[src/bba_pkg.sv]
// Shared types and codes for the buddy block allocator.
// No dependencies; imported by every allocator module and the checker.
package bba_pkg;

    // Fixed field widths of the request and result transfers
    localparam int SIZE_W   = 32;
    localparam int OFFSET_W = 20;
    localparam int STATUS_W = 2;
    // Enough to hold any level 0..32
    localparam int LEVEL_W  = 6;

    // Operation codes
    localparam logic OP_ALLOC   = 1'b0;
    localparam logic OP_RELEASE = 1'b1;

    // Status codes
    localparam logic [STATUS_W-1:0] ST_OK        = 2'd0;
    localparam logic [STATUS_W-1:0] ST_ZERO      = 2'd1;
    localparam logic [STATUS_W-1:0] ST_TOO_LARGE = 2'd2;
    localparam logic [STATUS_W-1:0] ST_NO_SPACE  = 2'd3;

    typedef struct packed {
        logic              operation;
        logic [SIZE_W-1:0] request_size;
    } bba_req_t;

    typedef struct packed {
        logic                granted;
        logic [OFFSET_W-1:0] block_offset;
        logic [STATUS_W-1:0] status;
    } bba_rsp_t;

    // Command kinds passed from the front end to the back end
    typedef enum logic [1:0] {
        CMD_ALLOC,
        CMD_RELEASE,
        CMD_REJECT
    } bba_kind_t;

    typedef struct packed {
        bba_kind_t           kind;
        logic [LEVEL_W-1:0]  level;
        logic [STATUS_W-1:0] status;
    } bba_cmd_t;

endpackage

[src/bba_front.sv]
// Front end: classifies a request and computes its buddy level.
// Depends on bba_pkg.
module bba_front
    import bba_pkg::*;
#(
    parameter int POOL_LOG2 = 20,
    parameter int MIN_LOG2  = 3
)
(
    input  bba_req_t request,
    output bba_cmd_t cmd
);

    localparam logic [LEVEL_W-1:0] MIN_LVL  = LEVEL_W'(MIN_LOG2);
    localparam logic [LEVEL_W-1:0] POOL_LVL = LEVEL_W'(POOL_LOG2);

    logic [SIZE_W-1:0]  size_m1;
    logic [LEVEL_W-1:0] bit_len;
    logic [LEVEL_W-1:0] level;

    // Round the size up to a power of two: level is the bit length of size-1
    always_comb
    begin
        size_m1 = request.request_size - SIZE_W'(1);
        bit_len = '0;
        for (int i = 0; i < SIZE_W; i++)
        begin
            if (size_m1[i])
            begin
                bit_len = LEVEL_W'(i + 1);
            end
        end
        level = (bit_len < MIN_LVL) ? MIN_LVL : bit_len;
    end

    // Classify the request into a command for the back end
    always_comb
    begin
        cmd.kind   = CMD_ALLOC;
        cmd.level  = level;
        cmd.status = ST_OK;
        if (request.operation == OP_RELEASE)
        begin
            cmd.kind = CMD_RELEASE;
        end
        else if (request.request_size == '0)
        begin
            cmd.kind   = CMD_REJECT;
            cmd.status = ST_ZERO;
        end
        else if (level > POOL_LVL)
        begin
            cmd.kind   = CMD_REJECT;
            cmd.status = ST_TOO_LARGE;
        end
    end

endmodule

[src/bba_queue.sv]
// Two-entry command queue between the front end and the back end.
// Depends on bba_pkg.
module bba_queue
    import bba_pkg::*;
(
    input  logic     clk,
    input  logic     rst_n,
    input  logic     push,
    input  bba_cmd_t push_cmd,
    input  logic     pop,
    output bba_cmd_t head,
    output logic     empty,
    output logic     full
);

    localparam int DEPTH = 2;

    bba_cmd_t                   entry_reg [DEPTH];
    logic                       wr_ptr_reg, wr_ptr_next;
    logic                       rd_ptr_reg, rd_ptr_next;
    logic [$clog2(DEPTH+1)-1:0] count_reg, count_next;
    logic                       do_push;
    logic                       do_pop;

    assign empty = (count_reg == '0);
    assign full  = (count_reg == ($clog2(DEPTH+1))'(DEPTH));
    assign head  = entry_reg[rd_ptr_reg];

    assign do_push = push && !full;
    assign do_pop  = pop && !empty;

    // Advance pointers and occupancy
    always_comb
    begin
        wr_ptr_next = do_push ? !wr_ptr_reg : wr_ptr_reg;
        rd_ptr_next = do_pop ? !rd_ptr_reg : rd_ptr_reg;
        count_next  = count_reg;
        if (do_push && !do_pop)
        begin
            count_next = count_reg + 1'b1;
        end
        else if (do_pop && !do_push)
        begin
            count_next = count_reg - 1'b1;
        end
    end

    always_ff @(posedge clk or negedge rst_n)
    begin
        if (!rst_n)
        begin
            wr_ptr_reg <= 1'b0;
            rd_ptr_reg <= 1'b0;
            count_reg  <= '0;
        end
        else
        begin
            wr_ptr_reg <= wr_ptr_next;
            rd_ptr_reg <= rd_ptr_next;
            count_reg  <= count_next;
        end
    end

    // Hold queued commands
    always_ff @(posedge clk)
    begin
        if (do_push)
        begin
            entry_reg[wr_ptr_reg] <= push_cmd;
        end
    end

endmodule

[src/bba_back.sv]
// Back end: per-level free flags and offsets, split search and result register.
// Depends on bba_pkg.
module bba_back
    import bba_pkg::*;
#(
    parameter int POOL_LOG2 = 20
)
(
    input  logic     clk,
    input  logic     rst_n,
    input  logic     cmd_valid,
    input  bba_cmd_t cmd,
    output logic     done,
    output bba_rsp_t result
);

    localparam int OFS_W = POOL_LOG2;
    // Whole pool free as one block at the top level
    localparam logic [POOL_LOG2:0] TOP_ONLY = {1'b1, {POOL_LOG2{1'b0}}};

    logic [POOL_LOG2:0] free_reg, free_next;
    // Top-level offset is always zero, so only the lower levels are stored
    logic [OFS_W-1:0]   ofs_reg [POOL_LOG2];
    logic               done_reg, done_next;
    bba_rsp_t           rsp_reg, rsp_next;

    logic [POOL_LOG2:0] ge_lvl;
    logic [POOL_LOG2:0] avail;
    logic [POOL_LOG2:0] hit_oh;
    logic [POOL_LOG2:0] below_hit;
    logic [POOL_LOG2:0] split;
    logic               found;
    logic [OFS_W-1:0]   base;
    logic               do_alloc;
    logic [OFS_W+OFFSET_W-1:0] base_ext;

    // Find the smallest free level at or above the requested level
    always_comb
    begin
        ge_lvl    = '0;
        avail     = '0;
        hit_oh    = '0;
        below_hit = '0;
        found     = 1'b0;
        for (int j = 0; j <= POOL_LOG2; j++)
        begin
            ge_lvl[j] = (LEVEL_W'(j) >= cmd.level);
            avail[j]  = free_reg[j] && ge_lvl[j];
        end
        for (int j = 0; j <= POOL_LOG2; j++)
        begin
            if (avail[j] && !found)
            begin
                found     = 1'b1;
                hit_oh[j] = 1'b1;
            end
            else if (!found)
            begin
                below_hit[j] = 1'b1;
            end
        end
        split = (ge_lvl & below_hit) & {(POOL_LOG2+1){found}};
    end

    // Select the base offset of the hit level
    always_comb
    begin
        base = '0;
        for (int j = 0; j < POOL_LOG2; j++)
        begin
            base = base | (ofs_reg[j] & {OFS_W{hit_oh[j]}});
        end
    end

    assign base_ext = {{OFFSET_W{1'b0}}, base};
    assign do_alloc = cmd_valid && (cmd.kind == CMD_ALLOC) && found;

    // Execute the command and build the result
    always_comb
    begin
        free_next             = free_reg;
        done_next             = cmd_valid;
        rsp_next.granted      = 1'b0;
        rsp_next.block_offset = '0;
        rsp_next.status       = ST_OK;
        if (cmd_valid)
        begin
            case (cmd.kind)
                CMD_RELEASE:
                begin
                    free_next = TOP_ONLY;
                end
                CMD_ALLOC:
                begin
                    if (found)
                    begin
                        free_next             = (free_reg & ~hit_oh) | split;
                        rsp_next.granted      = 1'b1;
                        rsp_next.block_offset = base_ext[OFFSET_W-1:0];
                    end
                    else
                    begin
                        rsp_next.status = ST_NO_SPACE;
                    end
                end
                default:
                begin
                    rsp_next.status = cmd.status;
                end
            endcase
        end
    end

    always_ff @(posedge clk or negedge rst_n)
    begin
        if (!rst_n)
        begin
            free_reg <= TOP_ONLY;
            done_reg <= 1'b0;
        end
        else
        begin
            free_reg <= free_next;
            done_reg <= done_next;
        end
    end

    // Register the result and record the free upper buddies at every split level
    always_ff @(posedge clk)
    begin
        rsp_reg <= rsp_next;
        for (int j = 0; j < POOL_LOG2; j++)
        begin
            if (do_alloc && split[j])
            begin
                ofs_reg[j] <= base | (OFS_W'(1) << j);
            end
        end
    end

    assign done   = done_reg;
    assign result = rsp_reg;

endmodule

[src/buddy_block_allocator.sv]
// Top level of the allocation-only buddy allocator.
// Depends on bba_pkg, bba_front, bba_queue and bba_back.
//
//   Channel   Handshake              Payload
//   request   start, busy            request (bba_req_t)
//   result    done (one-cycle pulse) result  (bba_rsp_t)
//
// A request is taken when start is high and busy is low; its result pulses done
// after the command queue and result register. One request per cycle is
// sustained: level search and split writes all resolve in the same cycle.
// Reset leaves the whole pool free at the top level. The receiver cannot
// stall, so busy rises only if the command queue fills.
module buddy_block_allocator
    import bba_pkg::*;
#(
    parameter int POOL_LOG2 = 20,
    parameter int MIN_LOG2  = 3
)
(
    input  logic     clk,
    input  logic     rst_n,
    input  logic     start,
    output logic     busy,
    input  bba_req_t request,
    output logic     done,
    output bba_rsp_t result
);

    bba_cmd_t front_cmd;
    bba_cmd_t head_cmd;
    logic     q_empty;
    logic     q_full;

    // Classify the incoming request
    bba_front #(
        .POOL_LOG2 (POOL_LOG2),
        .MIN_LOG2  (MIN_LOG2)
    ) u_front (
        .request (request),
        .cmd     (front_cmd)
    );

    // Buffer commands between the two halves
    bba_queue u_queue (
        .clk      (clk),
        .rst_n    (rst_n),
        .push     (start),
        .push_cmd (front_cmd),
        .pop      (!q_empty),
        .head     (head_cmd),
        .empty    (q_empty),
        .full     (q_full)
    );

    // Carry out allocations and releases
    bba_back #(
        .POOL_LOG2 (POOL_LOG2)
    ) u_back (
        .clk       (clk),
        .rst_n     (rst_n),
        .cmd_valid (!q_empty),
        .cmd       (head_cmd),
        .done      (done),
        .result    (result)
    );

    assign busy = q_full;

endmodule

[config.mk]
export PLATFORM = sky130hd
export DESIGN_NAME = buddy_block_allocator
export DESIGN_NICKNAME = d
export VERILOG_FILES = /design/src/bba_pkg.sv /design/src/bba_front.sv /design/src/bba_queue.sv /design/src/bba_back.sv /design/src/buddy_block_allocator.sv
export SDC_FILE = /design/constraint.sdc
export NUM_CORES = 1
export LEC_CHECK = 0
export ABC_CLOCK_PERIOD_IN_PS = 8280
export BUFFER_PORTS_ARGS = -buffer_cell sky130_fd_sc_hd__buf_2
export CAP_MARGIN = 20
export CORE_ASPECT_RATIO = 0.6
export CORE_MARGIN = 2
export CORE_UTILIZATION = 66
export DETAILED_ROUTE_END_ITERATION = 8
export GPL_TIMING_DRIVEN = 0
export PLACE_DENSITY = 0.85
export SYNTH_ARGS = -nofsm -noshare
export SYNTH_HDL_FRONTEND = slang
export SYNTH_HIERARCHICAL = 1
export SYNTH_SLANG_ARGS = --single-unit
[constraint.sdc]
create_clock -name clk -period 8.28 [get_ports clk]
set_input_delay 0.828 -clock clk [delete_from_list [all_inputs] [get_ports clk]]
set_output_delay 0.828 -clock clk [all_outputs]
set_load 0.03 [all_outputs]
* Word-level counts from Yosys, hierarchy flattened
Memory sizes are Yosys's and may differ from the RTL's. Index checks and enable logic that the tools add are counted.
Storage, ports and cells: bits in registers 49, input port bits 36, RAM bits 420, logic and storage cells 354, output and inout port bits 25, memories kept 2
Cells by class: $add $sub $neg 3, multiplexer cells 169, reductions and logical operators 99, order comparisons 23, equality and inequality tests 3, bitwise logic cells 47
Memories:
- u_back.ofs_reg | depth 20, width 20, read ports 20, clocked after memory_dff 0, wr ports 20, RTL line bba_back.sv:23 | logic [OFS_W-1:0] ofs_reg [POOL_LOG2];
- u_queue.entry_reg | depth 2, width 10, read ports 1, clocked after memory_dff 0, wr ports 1, RTL line bba_queue.sv:18 | bba_cmd_t entry_reg [DEPTH];
Operators by type and width (count):
- $and 20x20->20 | 20
- $or 20x20->20 | 19
- $mux 6 | 32
- $mux 1 | 125
- $logic_and 1x1->1 | 66
- $and 21x21->21 | 3
- $ge 4x6->1 const A | 8
- $mux 21 | 2
- $pmux 21 s2 | 1
- $logic_not 32->1 | 1
- $sub 32x1->32 const B | 1
- $ge 5x6->1 const A | 5
- $logic_not 1->1 | 25
- $ge 3x6->1 const A | 4
- $not 21->21 | 1
- $or 21x21->21 | 1
- $mux 2 | 8
- $ge 1x6->1 const A | 2
- $ge 2x6->1 const A | 2
- $gt 6x5->1 const B | 1
- $lt 6x2->1 const B | 1
- $logic_not 2->1 | 2
- $pmux 2 s2 | 1
- $reduce_bool 2->1 | 2
- other kinds (9) | 11

* Depth between registers and ports, before layout
An unclocked memory read counts as a cell.
word-level depth 69, gate-level depth with buffers 14

* Cells and area by module
Netlist, hierarchy kept.
Modules (own cells, without submodules):
- bba_back | sequential area each 12423.2 µm², area an instance 17737.0 µm², times used 1, cells each 1249
- bba_front | sequential area each 0.0 µm², area an instance 1661.6 µm², times used 1, cells each 247
- bba_queue | sequential area each 700.7 µm², area an instance 919.6 µm², times used 1, cells each 50
- buddy_block_allocator | sequential area each 0.0 µm², area an instance 3.8 µm², times used 1, cells each 1

* Least setup slack after synthesis
Ideal clock, no wire load.
kind register to register, start point reg u_queue.rd_ptr_reg, end point mem u_back/ofs_reg[1][60] (netlist name) (enable), cell stages (with the launch flop) 13, path slack 3518 ps, arrival time 4318 ps, path through dfrtp_1 buf_4 mux2_1 buf_6 o31ai_4 nand2_1 a31oi_1 a2111oi_2 or2_1 buf_4 inv_2 nand2_1 nor4_1
RTL lines:
- from (decl) | RTL line bba_queue.sv:20 | logic rd_ptr_reg, rd_ptr_next;
- from (signal assigned) | RTL line bba_queue.sv:59 | rd_ptr_reg <= rd_ptr_next;
- to (decl) | RTL line bba_back.sv:23

==> results.md <==
Place:
- Summed over all nets, the half-perimeter wirelength after detailed placement is around 47000 um.
- After detailed placement, the total cell area comes to around 22000 sq um.
- The final estimated routing congestion in global placement is between 1 and 1.5.
- The count of buffers inserted at the top-level ports is between 50 and 60.
- At the placement stage, the worst setup path has a slack of between 2 and 3 ns.
- The number of placed instances, taps included, is slightly above 2000.

Layout:
- The final instance area is about 23000 sq um.
- The final standard cell count with taps included and fillers excluded is around 2100.
- The flip-flop count of the largest register after layout is 380.
- The number of antenna diodes in the final layout is 0.
- The area growth from synthesis to final layout is 13.4%.
- The share of cells above drive strength 1 is 0.170.
- The number of nets in the final layout is around 1700.

Setup path:
- The origin of the worst setup path is u_queue/rd_ptr_reg$_DFFE_PN0P_.
- The critical setup path kind is reg2reg.
- STA puts the critical path data required time at ~8 ns.
- For the worst flop-to-flop path, the logic depth is 11.
- The arrival time of data at the critical path endpoint is 6.42 ns.
- The worst setup path is launched from a flip-flop.
- The kind of end point of the critical path is a flip-flop.
- In this run the critical register-to-register path is launched from u_queue/rd_ptr_reg$_DFFE_PN0P_.
- In this run the worst path has a maximum fanout of 19.

Pwr:
- IR analysis of the VDD net gives a maximum drop of about 0.25 mV.
- The total power after layout is 7.89 mW.
- For this design the static power due to leakage is 7.91 nW.
- The power density relative to cell area is around 340 nW/um^2.

Floorplan:
- The number of top-level pins is 61.
- The floorplan step set the die height to approximately 140 um.
- The floorplan has 49 rows.
- The overall die area is about 32000 sq um.
- The overall die width is 231 um.
- In this run the standard cell core region covers around 30000 sq um.
- For this configuration, the core starts out at a cell density of 0.675.

Detailed routing:
- The residual antenna-violating net count after detailed routing is 0.
- The first TritonRoute pass finished after 8 iterations.
- Dividing the detail-routed via count by the number of cells gives roughly 7.6.
- For this block, the via count after detailed routing is 16186.
- The post-route DRC violation count is 0.
- For this block, the initial DRC count from the detailed router was 3580.
- The routed wire length per instance is about 32 um.
- Summed over all layers, the routed wires come to 68300 um.

Synthesis:
- In this run, synthesis produced a sequential element count of 449.
- The top flip-flop cell by instance count after synthesis is edfxtp_1.
- The share of flip-flops with an asynchronous set or reset after synthesis is 0.0579.
- The netlist area before placement is ~20000 sq um.
- In the synthesized netlist, the cells that appear most often are 400 x edfxtp_1, 97 x nand2_1, 82 x a21oi_1, 81 x nor2_1, 58 x nand3_1.
- The most area-hungry cell type in the Yosys netlist is edfxtp_1.
- The net count after synthesis is 1586.
- The count of flip-flops with a built-in enable after synthesis is 400.
- Counting distinct cell types in the post-synthesis netlist gives between 100 and 150.
- The number of warning messages in the yosys log is 6.
- The most frequently used cell type in the post-synthesis netlist is edfxtp_1.
- The share of synthesized area in the top cell type comes to 0.591.
- Averaged over all synthesized cells, the footprint is 13.1 sq um.
- Ranked by total cell area, the synthesized netlist is headed by edfxtp_1 59%, dfrtp_1 3.1%, dfxtp_1 2.3%, a21oi_1 2.0%, nand2_1 1.8%.
- For this run, the register share of the synthesized area comes to 0.646.
- The synthesized netlist cell count is 1547.

Timing:
- The clock period minus final worst setup slack is ~6.5 ns.
- At the pin with the least slew margin, the transition time is about 1.4 ns.
- The final worst-path cycle share is 0.787.
- The relative slew slack is 0.0886.
- After layout, the worst setup slack is about 1.8 ns.
- Setup violations remaining at the end of the flow were counted as 0.
- The final hold violation count came to 0.
- The max-slew violation count is 0.
- Setup repair after global routing left no endpoint under its margin.
- Summed over all failing endpoints, the final setup total negative slack is 0 ns.
- Static timing analysis puts the maximum clock frequency at around 150 MHz.
- On the final layout, the worst clock skew is ~0.014 ns.

CTS:
- Buffers inserted during clock tree synthesis total 40.
- The cell sitting at the root of the clock tree is a clkbuf_16.
- After clock tree synthesis, the repair step resized 0 gates.
- After clock tree synthesis, the setup repair step added 0 buffers.
- Clock latency on the worst-skew pair, taken at its later pin, is 0.55 ns.
- The count of clock tree sinks is roughly 450.
- The TritonCTS clock tree is built.
- The H-tree was split into 2 levels.
- After clock tree synthesis, the clock-pin slew on the worst setup and hold paths is 0.07 ns.
- The count of hold buffers inserted by post-cts repair is 0.
- The clock passes through at most 3 buffers.

Global route:
- The via count of the first global-routing pass is roughly 15000.
- The total routing usage reported by global routing is 0.424.
- Entering global routing, the biggest net connects 27 pins.
- After global routing the overflow that remains totals 0.
- The first global-routing pass estimated 98300 um of wire.
- The number of antenna violations at the first check in global routing is 2.

Run:
- The total of max-cap violations is 0.

Run status:
- The flow ran to the end, and the final reports show no timing, DRC or antenna violations.

Worst hold path:
- In this run the worst hold path is classified as in2async.
-- logic make-up after synthesis --
family,share of synthesized area
buffers and inverters,0.0286
multiplexers,0.00659
flip-flops,0.646
AND/OR/NAND/NOR,0.135
AO/OA/AOI/OAI,0.172
XOR/XNOR,0.00942
adder cells (fa/ha/maj),0.00234
-- routing by layer --
layer,vias up,wire [um],GRT usage
li1,6491,-,-
met1,7738,25000,0.630
met2,1722,26100,0.534
met3,233,14700,0.230
met4,2,2550,0.119
met5,-,13,0
-- worst max-delay path: stages, from the launching register on --
cell and delay [ns]:
dfrtp_1 0.37, buf_4 0.22, mux2_1 0.46, buf_2 0.27, nor3_2 0.73, nand2_1 0.30
nand2_1 0.19, a21o_1 0.21, clkbuf_1 0.75, a21oi_1 0.19, nor4_1 0.98, nand3_1 1.20
-- layout by cell type, fill, tap and decap left out, types with 9 or more instances in the layout --
cell type	synthesis	routed
clkbuf_16	0	43
nand3_1	58	58
a31oi_1	33	33
nor4_2	5	9
nand2b_1	19	19
o22ai_1	10	10
nor4_1	17	11
o211ai_1	9	9
clkinv_2	0	10
or3_1	11	11
nor2_1	81	77
edfxtp_1	400	400
a22oi_1	17	17
a211oi_1	15	15
and2_1	22	22
mux2_1	10	10
clkbuf_1	50	58
and3_1	44	44
a21oi_1	82	82
a211o_1	9	9
buf_4	5	15
xnor2_1	12	12
a221o_1	12	12
nand2_1	97	97
nand4_1	23	23
buf_8	0	13
a222oi_1	18	18
o21ai_0	55	55
dfxtp_1	23	23
buf_2	26	82
a221oi_1	24	24
nor3_1	28	26
a32oi_1	9	9
dfrtp_1	25	25
a21o_1	17	17
buf_6	7	18
inv_1	32	32
o2bb2ai_1	10	10
-- per-stage QoR --
step / hold WS [ns] / util
finish: 0.367 / 0.765
CTS: 0.371 / 0.763
global placement: 0.475 / 0.701
global route: 0.401 / 0.765
detailed placement: 0.502 / 0.720
floorplan: 0.459 / -
-- power breakdown --
part / switching, mW / internal, mW
registers: 0.104 / 3.12
logic: 2.12 / 0.644
clock network: 0.822 / 1.08
total: 3.05 / 4.85
-- final cells by class --
| class | instances | area (sq um) |
|---|---|---|
| Sequential cell | 449 | 13100 |
| Fill cell | 1823 | 7060 |
| Multi-Input combinational cell | 971 | 6720 |
| Clock buffer | 55 | 1160 |
| Timing Repair Buffer | 94 | 785 |
| Tap cell | 408 | 510 |
| Buffer | 92 | 450 |
| Clock inverter | 17 | 160 |
| Inverter | 35 | 131 |
-- final timing paths --
| path | end | slack (ns) |
|---|---|---|
| worst max-delay path | u_back/ofs_reg[1][13]$_DFFE_PP_ | 1.77 |
| worst min-delay path | u_back/free_reg[0]$_DFFE_PN0P_ | 0.37 |
| worst max register to register | u_back/ofs_reg[1][13]$_DFFE_PP_ | 1.77 |
| worst min register to register | u_queue/wr_ptr_reg$_DFFE_PN0P_ | 0.50 |
| max in group asynchronous | u_back/free_reg[4]$_DFFE_PN0P_ | 7.40 |
| min in group clk | u_queue/wr_ptr_reg$_DFFE_PN0P_ | 0.50 |
Power figures use the tool's default switching activity.
